`config.mk`:
```
export PLATFORM = sky130hd
export DESIGN_NAME = logical_to_physical_address_map
export DESIGN_NICKNAME = d
export VERILOG_FILES = /design/src/rtl/core/lpam_pkg.sv /design/src/rtl/core/lpam_cfg_regs.sv /design/src/rtl/core/lpam_xlate.sv /design/src/rtl/core/logical_to_physical_address_map.sv
export SDC_FILE = /design/constraint.sdc
export NUM_CORES = 1
export LEC_CHECK = 0
export BUFFER_PORTS_ARGS = -buffer_cell sky130_fd_sc_hd__buf_2
export CAP_MARGIN = 20
export CORE_UTILIZATION = 50
export CTS_CLUSTER_SIZE = 25
export DETAILED_ROUTE_END_ITERATION = 6
export PLACE_DENSITY_LB_ADDON = 0.08
export SYNTH_ARGS = -nofsm -noshare
export SYNTH_HDL_FRONTEND = slang
export SYNTH_SLANG_ARGS = --single-unit
```
`constraint.sdc`:
```
create_clock -name aclk -period 10.62 [get_ports aclk]
set_input_delay 1.062 -clock aclk [delete_from_list [all_inputs] [get_ports aclk]]
set_output_delay 1.062 -clock aclk [all_outputs]
set_load 0.02 [all_outputs]
```
`src/rtl/core/lpam_pkg.sv`:
```
// Shared types and constants of the logical-to-physical address map.
// Used by lpam_cfg_regs, lpam_xlate and logical_to_physical_address_map.
package lpam_pkg;

    // Default width of the byte count fields
    localparam int COUNT_BITS_DEF = 16;

    // Map word and register index widths
    localparam int MAP_BITS   = 16;
    localparam int CFG_IDX_BITS = 2;
    localparam int PHYS_BITS  = 26;
    localparam int OFF_BITS   = 24;
    // Width of a window's remaining-byte figure (up to 128 KiB)
    localparam int REM_BITS   = 18;

    // Register indexes
    localparam logic [CFG_IDX_BITS-1:0] CFG_INSN_MAP_LOW  = 2'd0;
    localparam logic [CFG_IDX_BITS-1:0] CFG_INSN_MAP_HIGH = 2'd1;
    localparam logic [CFG_IDX_BITS-1:0] CFG_DATA_MAP      = 2'd2;

    // Segment codes in the top address byte
    localparam logic [7:0] SEG_LOG_DATA  = 8'h00;
    localparam logic [7:0] SEG_LOG_INSN  = 8'h01;
    localparam logic [7:0] SEG_PHYS_DATA = 8'h10;
    localparam logic [7:0] SEG_PHYS_INSN = 8'h11;
    localparam logic [7:0] SEG_PHYS_UNIF = 8'h12;

    // Target regions, also the top two bits of a physical address
    localparam logic [1:0] REGION_UNIFIED = 2'd0;
    localparam logic [1:0] REGION_INSN    = 2'd1;
    localparam logic [1:0] REGION_DATA    = 2'd2;

    // Map word bit that selects on-chip instruction memory
    localparam int MAP_INSN_BIT = 12;

    // Window sizes in bytes
    localparam logic [REM_BITS-1:0] DATA_LOW_SIZE = 18'h08000;
    localparam logic [REM_BITS-1:0] DATA_WIN_SIZE = 18'h04000;
    localparam logic [REM_BITS-1:0] INSN_WIN_SIZE = 18'h20000;

    // The three map words
    typedef struct packed {
        logic [MAP_BITS-1:0] insn_low;
        logic [MAP_BITS-1:0] insn_high;
        logic [MAP_BITS-1:0] data;
    } lpam_maps_t;

    // Status flags of one translated item
    typedef struct packed {
        logic       accepted;
        logic [1:0] region;
        logic       write_out;
    } lpam_status_t;

endpackage

```
`src/rtl/core/lpam_cfg_regs.sv`:
```
// Map word registers of the address map, written through a plain write port.
// Depends on lpam_pkg.
module lpam_cfg_regs
    import lpam_pkg::*;
(
    input  logic                    aclk,
    input  logic                    aresetn,
    input  logic                    cfg_wr_en,
    input  logic [CFG_IDX_BITS-1:0] cfg_addr,
    input  logic [MAP_BITS-1:0]     cfg_wdata,
    output lpam_maps_t              maps
);

    lpam_maps_t maps_reg;
    lpam_maps_t maps_next;

    // Decode the write onto one map word; other indexes are dropped
    always_comb begin
        maps_next = maps_reg;
        if (cfg_wr_en) begin
            case (cfg_addr)
                CFG_INSN_MAP_LOW:  maps_next.insn_low  = cfg_wdata;
                CFG_INSN_MAP_HIGH: maps_next.insn_high = cfg_wdata;
                CFG_DATA_MAP:      maps_next.data      = cfg_wdata;
                default:           maps_next = maps_reg;
            endcase
        end
    end

    always_ff @(posedge aclk) begin
        if (!aresetn) begin
            maps_reg <= '0;
        end else begin
            maps_reg <= maps_next;
        end
    end

    assign maps = maps_reg;

endmodule

```
`src/rtl/core/lpam_xlate.sv`:
```
// Combinational segment decode, address mapping and count clipping.
// Depends on lpam_pkg.
module lpam_xlate
    import lpam_pkg::*;
#(
    parameter int COUNT_BITS = COUNT_BITS_DEF
) (
    input  logic [31:0]           logical_address,
    input  logic [COUNT_BITS-1:0] byte_count,
    input  logic                  is_write,
    input  lpam_maps_t            maps,
    output logic [PHYS_BITS-1:0]  physical_address,
    output logic [COUNT_BITS-1:0] granted_count,
    output lpam_status_t          status
);

    // Compare width wide enough for both the count and a window size
    localparam int CMP_BITS = ((COUNT_BITS > REM_BITS) ? COUNT_BITS : REM_BITS) + 1;

    logic [7:0]            seg;
    logic [OFF_BITS-1:0]   off;
    logic [MAP_BITS-1:0]   insn_map;
    logic [PHYS_BITS-1:0]  phys;
    logic [1:0]            region;
    logic                  ok;
    logic                  clip_en;
    logic [REM_BITS-1:0]   remain;
    logic [CMP_BITS-1:0]   remain_ext;
    logic [CMP_BITS-1:0]   count_ext;
    logic [COUNT_BITS-1:0] count_clipped;

    assign seg = logical_address[31:24];
    assign off = logical_address[23:0];
    assign insn_map = off[17] ? maps.insn_high : maps.insn_low;

    // Decode the segment and build the target address
    always_comb begin
        phys    = '0;
        region  = REGION_UNIFIED;
        ok      = 1'b1;
        clip_en = 1'b0;
        remain  = '0;
        case (seg)
            SEG_LOG_DATA: begin
                if (off[23:15] == '0) begin
                    phys    = {REGION_DATA, off};
                    region  = REGION_DATA;
                    clip_en = 1'b1;
                    remain  = DATA_LOW_SIZE - {3'b000, off[14:0]};
                end else if (off[23:16] == '0 && off[15:14] == 2'b10) begin
                    clip_en = 1'b1;
                    remain  = DATA_WIN_SIZE - {4'b0000, off[13:0]};
                    if (maps.data[MAP_INSN_BIT]) begin
                        phys   = {REGION_INSN, 6'd0, maps.data[3:0], off[13:0]};
                        region = REGION_INSN;
                    end else begin
                        phys   = {REGION_UNIFIED, maps.data[9:0], off[13:0]};
                        region = REGION_UNIFIED;
                    end
                end else begin
                    ok = 1'b0;
                end
            end
            SEG_LOG_INSN: begin
                if (off[23:18] == '0) begin
                    clip_en = 1'b1;
                    remain  = INSN_WIN_SIZE - {1'b0, off[16:0]};
                    if (insn_map[MAP_INSN_BIT]) begin
                        phys   = {REGION_INSN, off};
                        region = REGION_INSN;
                    end else begin
                        // Seven map bits above a 128 KiB offset always fit in 24 bits
                        phys   = {REGION_UNIFIED, insn_map[6:0], off[16:0]};
                        region = REGION_UNIFIED;
                    end
                end else begin
                    ok = 1'b0;
                end
            end
            SEG_PHYS_DATA: begin
                phys   = {REGION_DATA, off};
                region = REGION_DATA;
            end
            SEG_PHYS_INSN: begin
                phys   = {REGION_INSN, off};
                region = REGION_INSN;
            end
            SEG_PHYS_UNIF: begin
                phys   = {REGION_UNIFIED, off};
                region = REGION_UNIFIED;
            end
            default: begin
                ok = 1'b0;
            end
        endcase
    end

    // Clip the count at the window end: a request running past it gets the rest
    assign remain_ext = CMP_BITS'(remain);
    assign count_ext  = CMP_BITS'(byte_count);

    always_comb begin
        count_clipped = byte_count;
        if (clip_en && count_ext >= remain_ext) begin
            count_clipped = remain_ext[COUNT_BITS-1:0];
        end
    end

    // Zero everything but the write flag on a rejected item
    assign physical_address = ok ? phys : '0;
    assign granted_count    = ok ? count_clipped : '0;
    assign status.accepted  = ok;
    assign status.region    = ok ? region : REGION_UNIFIED;
    assign status.write_out = is_write;

endmodule

```
`src/rtl/core/logical_to_physical_address_map.sv`:
```
// Top level of the logical-to-physical address map: input register,
// translate logic and result register. Depends on lpam_pkg, lpam_cfg_regs
// and lpam_xlate.
//
//  Channel  Direction  Handshake          Contents
//  s_       in         s_tvalid/s_tready  logical_address, byte_count, is_write
//  m_       out        m_tvalid/m_tready  physical_address, granted_count,
//                                         accepted, target_region, write_out
//  cfg_     in         cfg_wr_en          map word index and value
//
// One item per cycle unless m_tready stalls; each item passes the input
// register, then the result register around the decode logic.
// Reset (aresetn low at a clock edge) empties both stages and clears the
// map words to zero. A stall on m_tready holds the result register; the
// input register keeps accepting while the result stage can drain.
module logical_to_physical_address_map
    import lpam_pkg::*;
#(
    parameter int COUNT_BITS = COUNT_BITS_DEF,
    localparam int IN_BITS  = ((32 + COUNT_BITS + 1 + 7) / 8) * 8,
    localparam int OUT_BITS = ((PHYS_BITS + COUNT_BITS + 4 + 7) / 8) * 8
) (
    input  logic                    aclk,
    input  logic                    aresetn,
    // logical_address, byte_count, is_write (lowest bit up), zero filled
    input  logic                    s_tvalid,
    output logic                    s_tready,
    input  logic [IN_BITS-1:0]      s_tdata,
    // physical_address, granted_count, accepted, target_region, write_out
    // (lowest bit up), zero filled
    output logic                    m_tvalid,
    input  logic                    m_tready,
    output logic [OUT_BITS-1:0]     m_tdata,
    input  logic                    cfg_wr_en,
    input  logic [CFG_IDX_BITS-1:0] cfg_addr,
    input  logic [MAP_BITS-1:0]     cfg_wdata
);

    lpam_maps_t            maps;

    logic                  in_valid_reg;
    logic                  in_valid_next;
    logic [31:0]           in_addr_reg;
    logic [COUNT_BITS-1:0] in_count_reg;
    logic                  in_write_reg;

    logic [PHYS_BITS-1:0]  xl_phys;
    logic [COUNT_BITS-1:0] xl_count;
    lpam_status_t          xl_status;

    logic                  out_valid_reg;
    logic                  out_valid_next;
    logic [PHYS_BITS-1:0]  out_phys_reg;
    logic [COUNT_BITS-1:0] out_count_reg;
    lpam_status_t          out_status_reg;

    logic                  out_free;
    logic                  out_load;
    logic                  in_load;

    lpam_cfg_regs u_cfg (
        .aclk      (aclk),
        .aresetn   (aresetn),
        .cfg_wr_en (cfg_wr_en),
        .cfg_addr  (cfg_addr),
        .cfg_wdata (cfg_wdata),
        .maps      (maps)
    );

    // Pipeline advance: result stage frees when empty or taken
    assign out_free = !out_valid_reg || m_tready;
    assign out_load = in_valid_reg && out_free;
    assign s_tready = !in_valid_reg || out_free;
    assign in_load  = s_tvalid && s_tready;

    assign in_valid_next  = in_load ? 1'b1 : (out_load ? 1'b0 : in_valid_reg);
    assign out_valid_next = out_load ? 1'b1 : (m_tready ? 1'b0 : out_valid_reg);

    // Input register
    always_ff @(posedge aclk) begin
        if (!aresetn) begin
            in_valid_reg <= 1'b0;
        end else begin
            in_valid_reg <= in_valid_next;
        end
    end

    always_ff @(posedge aclk) begin
        if (in_load) begin
            in_addr_reg  <= s_tdata[31:0];
            in_count_reg <= s_tdata[32 +: COUNT_BITS];
            in_write_reg <= s_tdata[32 + COUNT_BITS];
        end
    end

    lpam_xlate #(
        .COUNT_BITS (COUNT_BITS)
    ) u_xlate (
        .logical_address  (in_addr_reg),
        .byte_count       (in_count_reg),
        .is_write         (in_write_reg),
        .maps             (maps),
        .physical_address (xl_phys),
        .granted_count    (xl_count),
        .status           (xl_status)
    );

    // Result register
    always_ff @(posedge aclk) begin
        if (!aresetn) begin
            out_valid_reg <= 1'b0;
        end else begin
            out_valid_reg <= out_valid_next;
        end
    end

    always_ff @(posedge aclk) begin
        if (out_load) begin
            out_phys_reg   <= xl_phys;
            out_count_reg  <= xl_count;
            out_status_reg <= xl_status;
        end
    end

    assign m_tvalid = out_valid_reg;
    assign m_tdata  = OUT_BITS'({out_status_reg.write_out, out_status_reg.region,
                                 out_status_reg.accepted, out_count_reg, out_phys_reg});

    // A rejected result carries zero address, count and region
    a_reject_zero: assert property (@(posedge aclk) disable iff (!aresetn)
        out_valid_reg && !out_status_reg.accepted |->
            out_phys_reg == '0 && out_count_reg == '0
            && out_status_reg.region == REGION_UNIFIED)
        else $error("rejected item with nonzero payload");

    // The region matches the top bits of the physical address
    a_region_bits: assert property (@(posedge aclk) disable iff (!aresetn)
        out_valid_reg |-> out_phys_reg[PHYS_BITS-1 -: 2] == out_status_reg.region)
        else $error("region does not match address");

    // Clipping never grows the count
    a_clip_shrinks: assert property (@(posedge aclk) disable iff (!aresetn)
        out_load |=> out_count_reg <= $past(in_count_reg))
        else $error("granted count exceeds requested count");

    // An item in the input register is not dropped while the result stage is full
    a_hold_input: assert property (@(posedge aclk) disable iff (!aresetn)
        in_valid_reg && !out_free |=> in_valid_reg && $stable(in_addr_reg))
        else $error("input item lost under stall");

endmodule
```
==> flow_results.org, run 1 <==
** Placement
- Number of placed instances, taps included :: approximately 700
- Global placement routability congestion :: between 0.8 and 0.9
- After legalization and detailed placement, the total HPWL measured between 8000 and 9000 µm.
- Input and output buffers added on the ports amount to 114.

** Worst setup path
- The worst setup path is of the reg2reg kind.
- At the worst endpoint, the arrival time is ~5 ns.
- The worst setup path is captured at a flop.
- Setup crit start kind :: flop
- In this run the register-to-register setup slack is 6.01 ns.
- Reg-to-Reg End :: out_count_reg[12]
- Required arrival time at the worst endpoint :: between 10 and 15 ns
- The number of cells on the worst reg-to-reg path is 15.
- CP max FO :: 9
- The worst register-to-register path begins at in_addr_reg[0].

** Drt
- In the final routed layout, each cell accounts on average for between 15 and 20 µm.
- Antenna-violating nets left :: 0
- Initial drt markers :: roughly 160
- Dividing the detail-routed via count by the number of cells gives between 5 and 6.
- Number of iterations in the first detailed-routing pass :: 7
- DRC violation count after routing :: 1
- The routed design has approximately 12,000 µm of wire.
- Across all layers, the routed design uses between 3,000 and 4,000 vias.

** Clocking
- Gates resized during post-CTS repair numbered 0.
- Number of buffers added to fix hold violations after cts :: 0
- CTS Buf Count :: 17
- The clock passes through at most 2 buffers.
- The clock net in this run drives a total of 124 sinks.
- Clock-pin slew was measured on the worst setup and hold paths at approximately 0.06 ns.
- Clock H-tree levels :: 4
- Number of buffers added for setup after CTS :: 0
- Clock latency on the worst-skew pair, taken at its later pin, is roughly 0.52 ns.
- TritonCTS clock tree :: yes
- The tree is rooted in a sky130_fd_sc_hd__clkbuf_8.

** Synthesis
- Flop and latch count out of synthesis :: ~120
- Cell area after synthesis :: 5570 µm²
- Cell count after synthesis :: ~460
- Mean Syn Cell Area :: around 12 µm²
- The number of different library cells used by synthesis comes to between 50 and 60.
- Post-synth EDFFs :: 95
- Sequential-to-total area share from yosys stat :: between 60% and 70%
- Count of yosys warnings during synthesis :: 0
- The most used flip-flop cell after synthesis is sky130_fd_sc_hd__edfxtp_1.
- Proportion of register bits with asynchronous set or reset after synthesis :: 0%

** Timing
- Measured against its own limit, the worst slew margin works out to 35.5%.
- The clock arrives with roughly 0.0078 ns of skew.
- F_max :: between 200 and 250 MHz
- Period Utilization, post-route :: between 40% and 50%
- The max-slew violation count was 0.
- Tightest hold margin :: 0.419 ns
- Subtracting the final worst setup slack from the clock period gives ~4.6 ns.
- Setup violations remaining at the end of the flow were counted as 0.
- Slew of the pin with the lowest slew margin :: about 0.96 ns
- Setup repair after global routing left no endpoint under its margin.
- The count of final hold-check violations is 0.
- TNS Setup :: 0 ns

** Finish
- The area growth from synthesis to layout is 22.9%.
- Antenna diodes :: 0
- The register with the most flip-flops in the layout has 32 of them.
- Most common library cell in the layout ignoring fill and taps :: sky130_fd_sc_hd__buf_2
- Number of nets in the layout :: between 600 and 700
- Leaving out filler cells and counting taps, the final layout contains around 730.
- Ratio of cells with drive above 1 in the final layout :: 27.4%
- Top library cells by usage in the layout, fill and taps aside :: 114 x sky130_fd_sc_hd__buf_2, 95 x sky130_fd_sc_hd__edfxtp_1, 57 x sky130_fd_sc_hd__nand2_1, 29 x sky130_fd_sc_hd__o21ai_0, 29 x sky130_fd_sc_hd__dfxtp_1

** Floorplan
- Once the floorplan was initialized, standard cells occupied about half of the core.
- DIE HEIGHT :: roughly 110 µm
- During I/O placement, the number of pins put on the boundary was between 100 and 150.
- Core Area :: 10,800 µm²
- # rows :: 38
- The floorplan step defined a die boundary enclosing 11,600 µm².
- DIE WIDTH :: roughly 110 µm

** Global routing
- Global-route wire length before repair :: between 15,000 and 20,000 µm
- Vias in the first global route :: 3,853
- Global-route usage over all layers :: about 22%
- Residual overflow from global routing :: 0
- Entering global routing, the biggest net connects 47 pins.
- Antenna violations before repair :: 0

** Run status
- Result of the run :: complete, but fails checks
- Violated checks :: DRC

** Pwr
- Areal power density over the cells :: roughly 170 nW/µm²
- VDD sags by at most roughly 0.12 mV.
- The design draws 1190 µW.
- Leakage power figure :: around 0.0025 µW

** Worst hold path
- Hold Crit Start :: in_write_reg
- The tightest min-delay check is of the reg2reg type.
- Counting instances, the worst hold path has a depth of 0.
- The path with the worst hold slack has its endpoint at m_tdata[45].

** Flow run
- Across the run, the number of max-cap violations was 0.
critical path, cell delays in order (launching register included):
cell	delay, ns
sky130_fd_sc_hd__edfxtp_1	0.46
sky130_fd_sc_hd__nor3_1	0.73
sky130_fd_sc_hd__or3b_1	0.47
sky130_fd_sc_hd__nor4_4	0.22
sky130_fd_sc_hd__nand2_1	0.10
sky130_fd_sc_hd__xor2_1	0.19
sky130_fd_sc_hd__nand2_1	0.08
sky130_fd_sc_hd__ha_1	0.32
sky130_fd_sc_hd__a21oi_1	0.14
sky130_fd_sc_hd__o21ai_0	0.11
sky130_fd_sc_hd__a221oi_1	0.26
sky130_fd_sc_hd__inv_1	0.08
sky130_fd_sc_hd__o21ai_0	0.75
sky130_fd_sc_hd__buf_4	0.29
sky130_fd_sc_hd__o21ai_0	0.09
sky130_fd_sc_hd__a21oi_1	0.15
metal layers:
metal | global-route usage, % | share of wire [%] | vias up
met5 | 0 | 0 | -
met4 | 10.1 | 2.0 | 0
met3 | 5.15 | 4.2 | 19
met2 | 39.1 | 53 | 92
met1 | 24.4 | 41 | 1846
li1 | - | - | 1912
worst max path at each step:
| stage | start | endpoint | slack [ns] | cells after the start |
|---|---|---|---|---|
| after floorplan | in_addr_reg[3] | out_count_reg[10] | 6.81 | 15 |
| after global placement | in_addr_reg[0] | out_count_reg[12] | 6.06 | 15 |
| after detailed placement | in_addr_reg[0] | out_count_reg[12] | 6.04 | 15 |
| after CTS | in_addr_reg[0] | out_count_reg[12] | 5.99 | 15 |
| after global routing | in_addr_reg[0] | out_count_reg[11] | 5.50 | 15 |
| final | in_addr_reg[0] | out_count_reg[12] | 6.01 | 15 |
kinds of logic (layout without fill, tap and decap cells):
kind of cell	Yosys count	in the layout	synth area share, %
flip-flops	124	124	61.7
AND/OR/NAND/NOR	162	162	15.4
multiplexers	23	23	4.14
AO/OA/AOI/OAI	91	91	10.7
other	1	2	0.0674
XOR/XNOR	12	12	1.89
adder cells (fa/ha/maj)	17	17	3.82
buffers and inverters	25	157	2.27
layout make-up:
cell class              count  area, µm²
multi-input cells         307       2020
clock inverters             4       21.3
flip-flops and latches    124       3430
fillers                   902       4000
well taps                 140        175
inverters                   6       22.5
repair buffers            119        608
clock buffers              28        559
Yosys cell counts, drive strengths merged, types with 2 or more instances:
cell type  instances  area, µm²
edfxtp            95       2850
nand2             58        220
o21ai             32        160
dfxtp             29        581
a21oi             25        125
mux2i             23        230
nor2b             20        125
ha                17        213
nand3             17       85.1
nor2              16       62.6
and2              15       95.1
a21boi            11       82.6
clkbuf            10       37.5
nor3              10       61.3
buf                9       66.3
xnor2              8       70.1
inv                6       22.5
nor4               6       52.6
nand2b             5       31.3
o211ai             5       37.5
nand4              4       40.0
xor2               4       35.0
or2                3       18.8
a211oi             2       15.0
a22o               2       17.5
nand3b             2       15.0
o21a               2       15.0
o221ai             2       17.5
o41a               2       22.5
stage by stage:
stage,instance area [µm²],utilization [%],setup slack (ns)
after floorplan,5570,-,6.81
after CTS,6840,63.1,5.99
final,6840,63.1,6.01
after global routing,6840,63.1,5.50
after detailed placement,6260,57.7,6.04
after global placement,6260,57.7,6.06
power breakdown:
group          switching [µW]  leakage, µW  total (µW)  internal (µW)
clock network             193     0.000291         546            353
registers                15.8      0.00112         564            548
logic                    45.6      0.00113        76.0           30.4
Note: power is estimated with default switching activity, not from simulation.
==> run 2: changes to the inputs <==
--- a/config.mk
+++ b/config.mk
@@ -7,7 +7,7 @@
 export LEC_CHECK = 0
 export BUFFER_PORTS_ARGS = -buffer_cell sky130_fd_sc_hd__buf_2
 export CAP_MARGIN = 20
-export CORE_UTILIZATION = 50
+export CORE_UTILIZATION = 49
 export CTS_CLUSTER_SIZE = 25
 export DETAILED_ROUTE_END_ITERATION = 6
 export PLACE_DENSITY_LB_ADDON = 0.08
==> constraint.sdc (replaced) <==
create_clock -name aclk -period 3.8 [get_ports aclk]
set_input_delay 0.38 -clock aclk [delete_from_list [all_inputs] [get_ports aclk]]
set_output_delay 0.38 -clock aclk [all_outputs]
set_load 0.02 [all_outputs]
==> run 2 against run 1 <==
Effect of this change: the flow now finishes without violations; register-to-register slack got worse by 5.9 ns; power increased to 2.8 times the previous value; flip-flop and latch count unchanged; first-iteration DRC count increased by 62%; non-clock buffer count increased by 23.
==> flow_results.org, run 2 (synthesis results as in run 1) <==
** Run status
- The flow ran to the end, and the final reports show no timing, DRC or antenna violations.

** Worst setup path
- Cell-by-cell listing of the critical path :: or4_4, or3b_4, nor4_4, buf_4, nand2_2, a21oi_2, a21oi_2, ha_1, and2_4, a221oi_2, inv_1, o21a_2, buf_6, nand3_1, a21oi_1
- CP max FO :: 4 (-5)
- Setup crit start kind :: flop
- Required arrival time at the worst endpoint :: 3.93 ns (-7.06 ns)
- The critical path is of the reg2reg type.
- The number of cells on the worst reg-to-reg path was 15 (unchanged).
- The largest incremental delay on the critical path came to 0.55 ns (-0.20 ns).
- Slowest-stage cell, CP :: sky130_fd_sc_hd__or4_4
- Cell repeated most along the worst path :: sky130_fd_sc_hd__a21oi_2
- Data arrival, critical path :: 3.79 ns (-1.19 ns)
- Critical path capture point type :: flop

** Clocking
- The number of buffers on the longest clock path was 2 (unchanged).
- Clock H-tree levels :: 4 (unchanged)
- TritonCTS built the clock tree.
- The number of sinks driven by the clock tree is 124 (unchanged).
- The root buffer cell chosen for the clock tree is sky130_fd_sc_hd__clkbuf_16.
- Clock Pin Slew Worst Setup and Hold Paths :: 0.05 ns (about the same)
- CTS Buf Count :: 17 (unchanged)
- Number of buffers added to fix hold violations after cts :: 0 (unchanged)
- Clock latency reported for the late side of the worst-skew pair :: 0.42 ns (-0.10 ns)

** Drt
- The detail-routed net length per standard cell was 16.7 µm (+3.9%).
- The total wirelength of the detailed-routed design was 12,500 µm (+7.0%).
- The via count is 4,064 (+5.0%).
- Antenna-violating nets left :: 0 (unchanged)
- The number of violations reported at the end of detailed-routing iteration 0 came to 251 (+62%).
- DRC violation count after routing :: 0 (-1)
- The average via count per standard cell was 5.42 (+2.0%).
- Number of iterations in the first detailed-routing pass :: 5 (-2)

** Global routing
- The overall track demand over capacity in global routing came to 22.8% (+1.0 points).
- The pin count of the biggest net entering global routing is 30 (-36%).
- The global-route wire length before repair was 19,500 µm (+4.9%).
- The number of antenna violations at the first check in global routing came to 0 (unchanged).
- Vias in the first global route :: 3,952 (+2.6%)
- The total congestion overflow was 0 (unchanged).

** Floorplan
- The area of the die came to 11,800 µm² (+2.0%).
- Initial core utilization :: 50.9% (-0.45 points)
- DIE HEIGHT :: 109 µm (+1.0%)
- DIE WIDTH :: 109 µm (+1.0%)
- The area of the placeable core was 10,900 µm² (+0.88%).
- The site row count came to 38 (unchanged).
- Total I/O pin count :: 129 (unchanged)

** Finish
- Number of filler cells placed in the layout :: 848 (-6.0%)
- Utilization of the core after routing :: 64.7% (+1.6 points)
- Most common library cell in the layout ignoring fill and taps :: sky130_fd_sc_hd__buf_2
- The post-route standard cell area excluding fillers came to 7070 µm² (+3.4%).
- Number of flip-flops in the largest register :: 32 (unchanged)
- The number of antenna diodes is 0 (unchanged).
- The net count reported at finish is 694 (+3.4%).
- Syn-to-layout area delta :: 27.1%
- The library cells used most frequently in the layout, excluding fill and tap cells, are 114 x sky130_fd_sc_hd__buf_2, 95 x sky130_fd_sc_hd__edfxtp_1, 56 x sky130_fd_sc_hd__nand2_1, 29 x sky130_fd_sc_hd__dfxtp_1, 25 x sky130_fd_sc_hd__o21ai_0.
- Ratio of cells with drive above 1 in the final layout :: 32.5% (+5.1 points)

** Timing
- The maximum operating frequency was 273 MHz (+26%).
- The clock skew after layout was 0.00852 ns (+0.000718 ns).
- Number of slew-limit violations in the final report :: 0 (unchanged)
- The number of setup violations in the final report is 0 (unchanged).
- Max transition margin :: 42.3% (+6.8 points)
- Period Utilization, post-route :: 96.3% (+53 points)
- The count of final hold-check violations is 0 (unchanged).
- TNS Setup :: 0 ns (unchanged)
- Slew of the pin with the lowest slew margin :: 0.862 ns (-0.0949 ns)
- The shortest clock period the worst path allows after layout was 3.66 ns (-0.951 ns).
- Setup repair after global routing could not meet its margin everywhere.

** Pwr
- Areal power density over the cells :: 469 nW/µm² (+170%)
- The worst-case vdd ir drop is 0.333 mV (+170%).
- The leakage dissipation is 0.00265 µW (+4.1%).

** Placement
- The routability-driven placement congestion ratio is 0.887 (+6.3%).
- Port Buf Inserts :: 114 (unchanged)
- Placed inst area :: 6420 µm² (+2.6%)
- The sum of net half-perimeters after detailed placement was 8980 µm (+7.0%).

** Worst hold path
- Type of the worst min-delay path :: in2reg
- The worst hold path depth came to 1 (+1).

** Flow run
- MaxCap Viol Count :: 0 (unchanged)
[run 2: path summary, 6_finish.rpt]
path                        from                end  slack [ns]
setup / recovery  in_addr_reg[5]  out_count_reg[13]        0.14
hold / removal       s_tdata[39]    in_count_reg[7]        0.13
setup reg to reg  in_addr_reg[5]  out_count_reg[13]        0.14
hold reg to reg     in_write_reg        m_tdata[45]        0.42
[run 2: critical path: cells and delay by family (launching register included)]
kind,cells,cell delay [ns]
AOI/OAI and AO/OA,5,0.79
adders and majority gates,1,0.32
buffers and inverters,3,0.38
DFF,1,0.39
and+or+nand+nor,6,1.51
[run 2: where the power goes]
part | internal (µW) | switching, µW
sequential | 1530 | 38.1
combinational | 94.2 | 141
clock | 952 | 562
[run 2: cell type report]
type	count	area (µm²)	area share [%]
inverters	6	22.5	0.318
flip-flops and latches	124	3430	48.5
clock buffers	19	433	6.12
clock inverters	12	125	1.77
well taps	140	175	2.48
repair buffers	142	805	11.4
multi-input cells	307	2080	29.4
[run 2: repair_timing]
action	CTS	global route
setup endpoints to repair	0	16
buffers inserted	0	3
resized for setup	0	21
[run 2: metal layers]
| metal | routed length [µm] | GRT usage [%] | share of wire (%) |
|---|---|---|---|
| met1 | 5510 | 29.5 | 44 |
| met2 | 6050 | 35.8 | 48 |
| met3 | 756 | 6.51 | 6.0 |
| met4 | 202 | 9.85 | 1.6 |
| met5 | 0 | 0 | 0 |
[run 2: metrics by stage]
stage / power (µW) / std cells / setup slack [ns] / hold WS, ns
after floorplan: 1720 / 456 / 0.105 / 0.400
after global placement: 1820 / 716 / 0.101 / 0.403
after detailed placement: 1820 / 716 / 0.0711 / 0.417
after CTS: 3340 / 747 / 0.0340 / 0.112
after global routing: 3430 / 750 / -0.0412 / 0.117
final: 3320 / 750 / 0.139 / 0.133
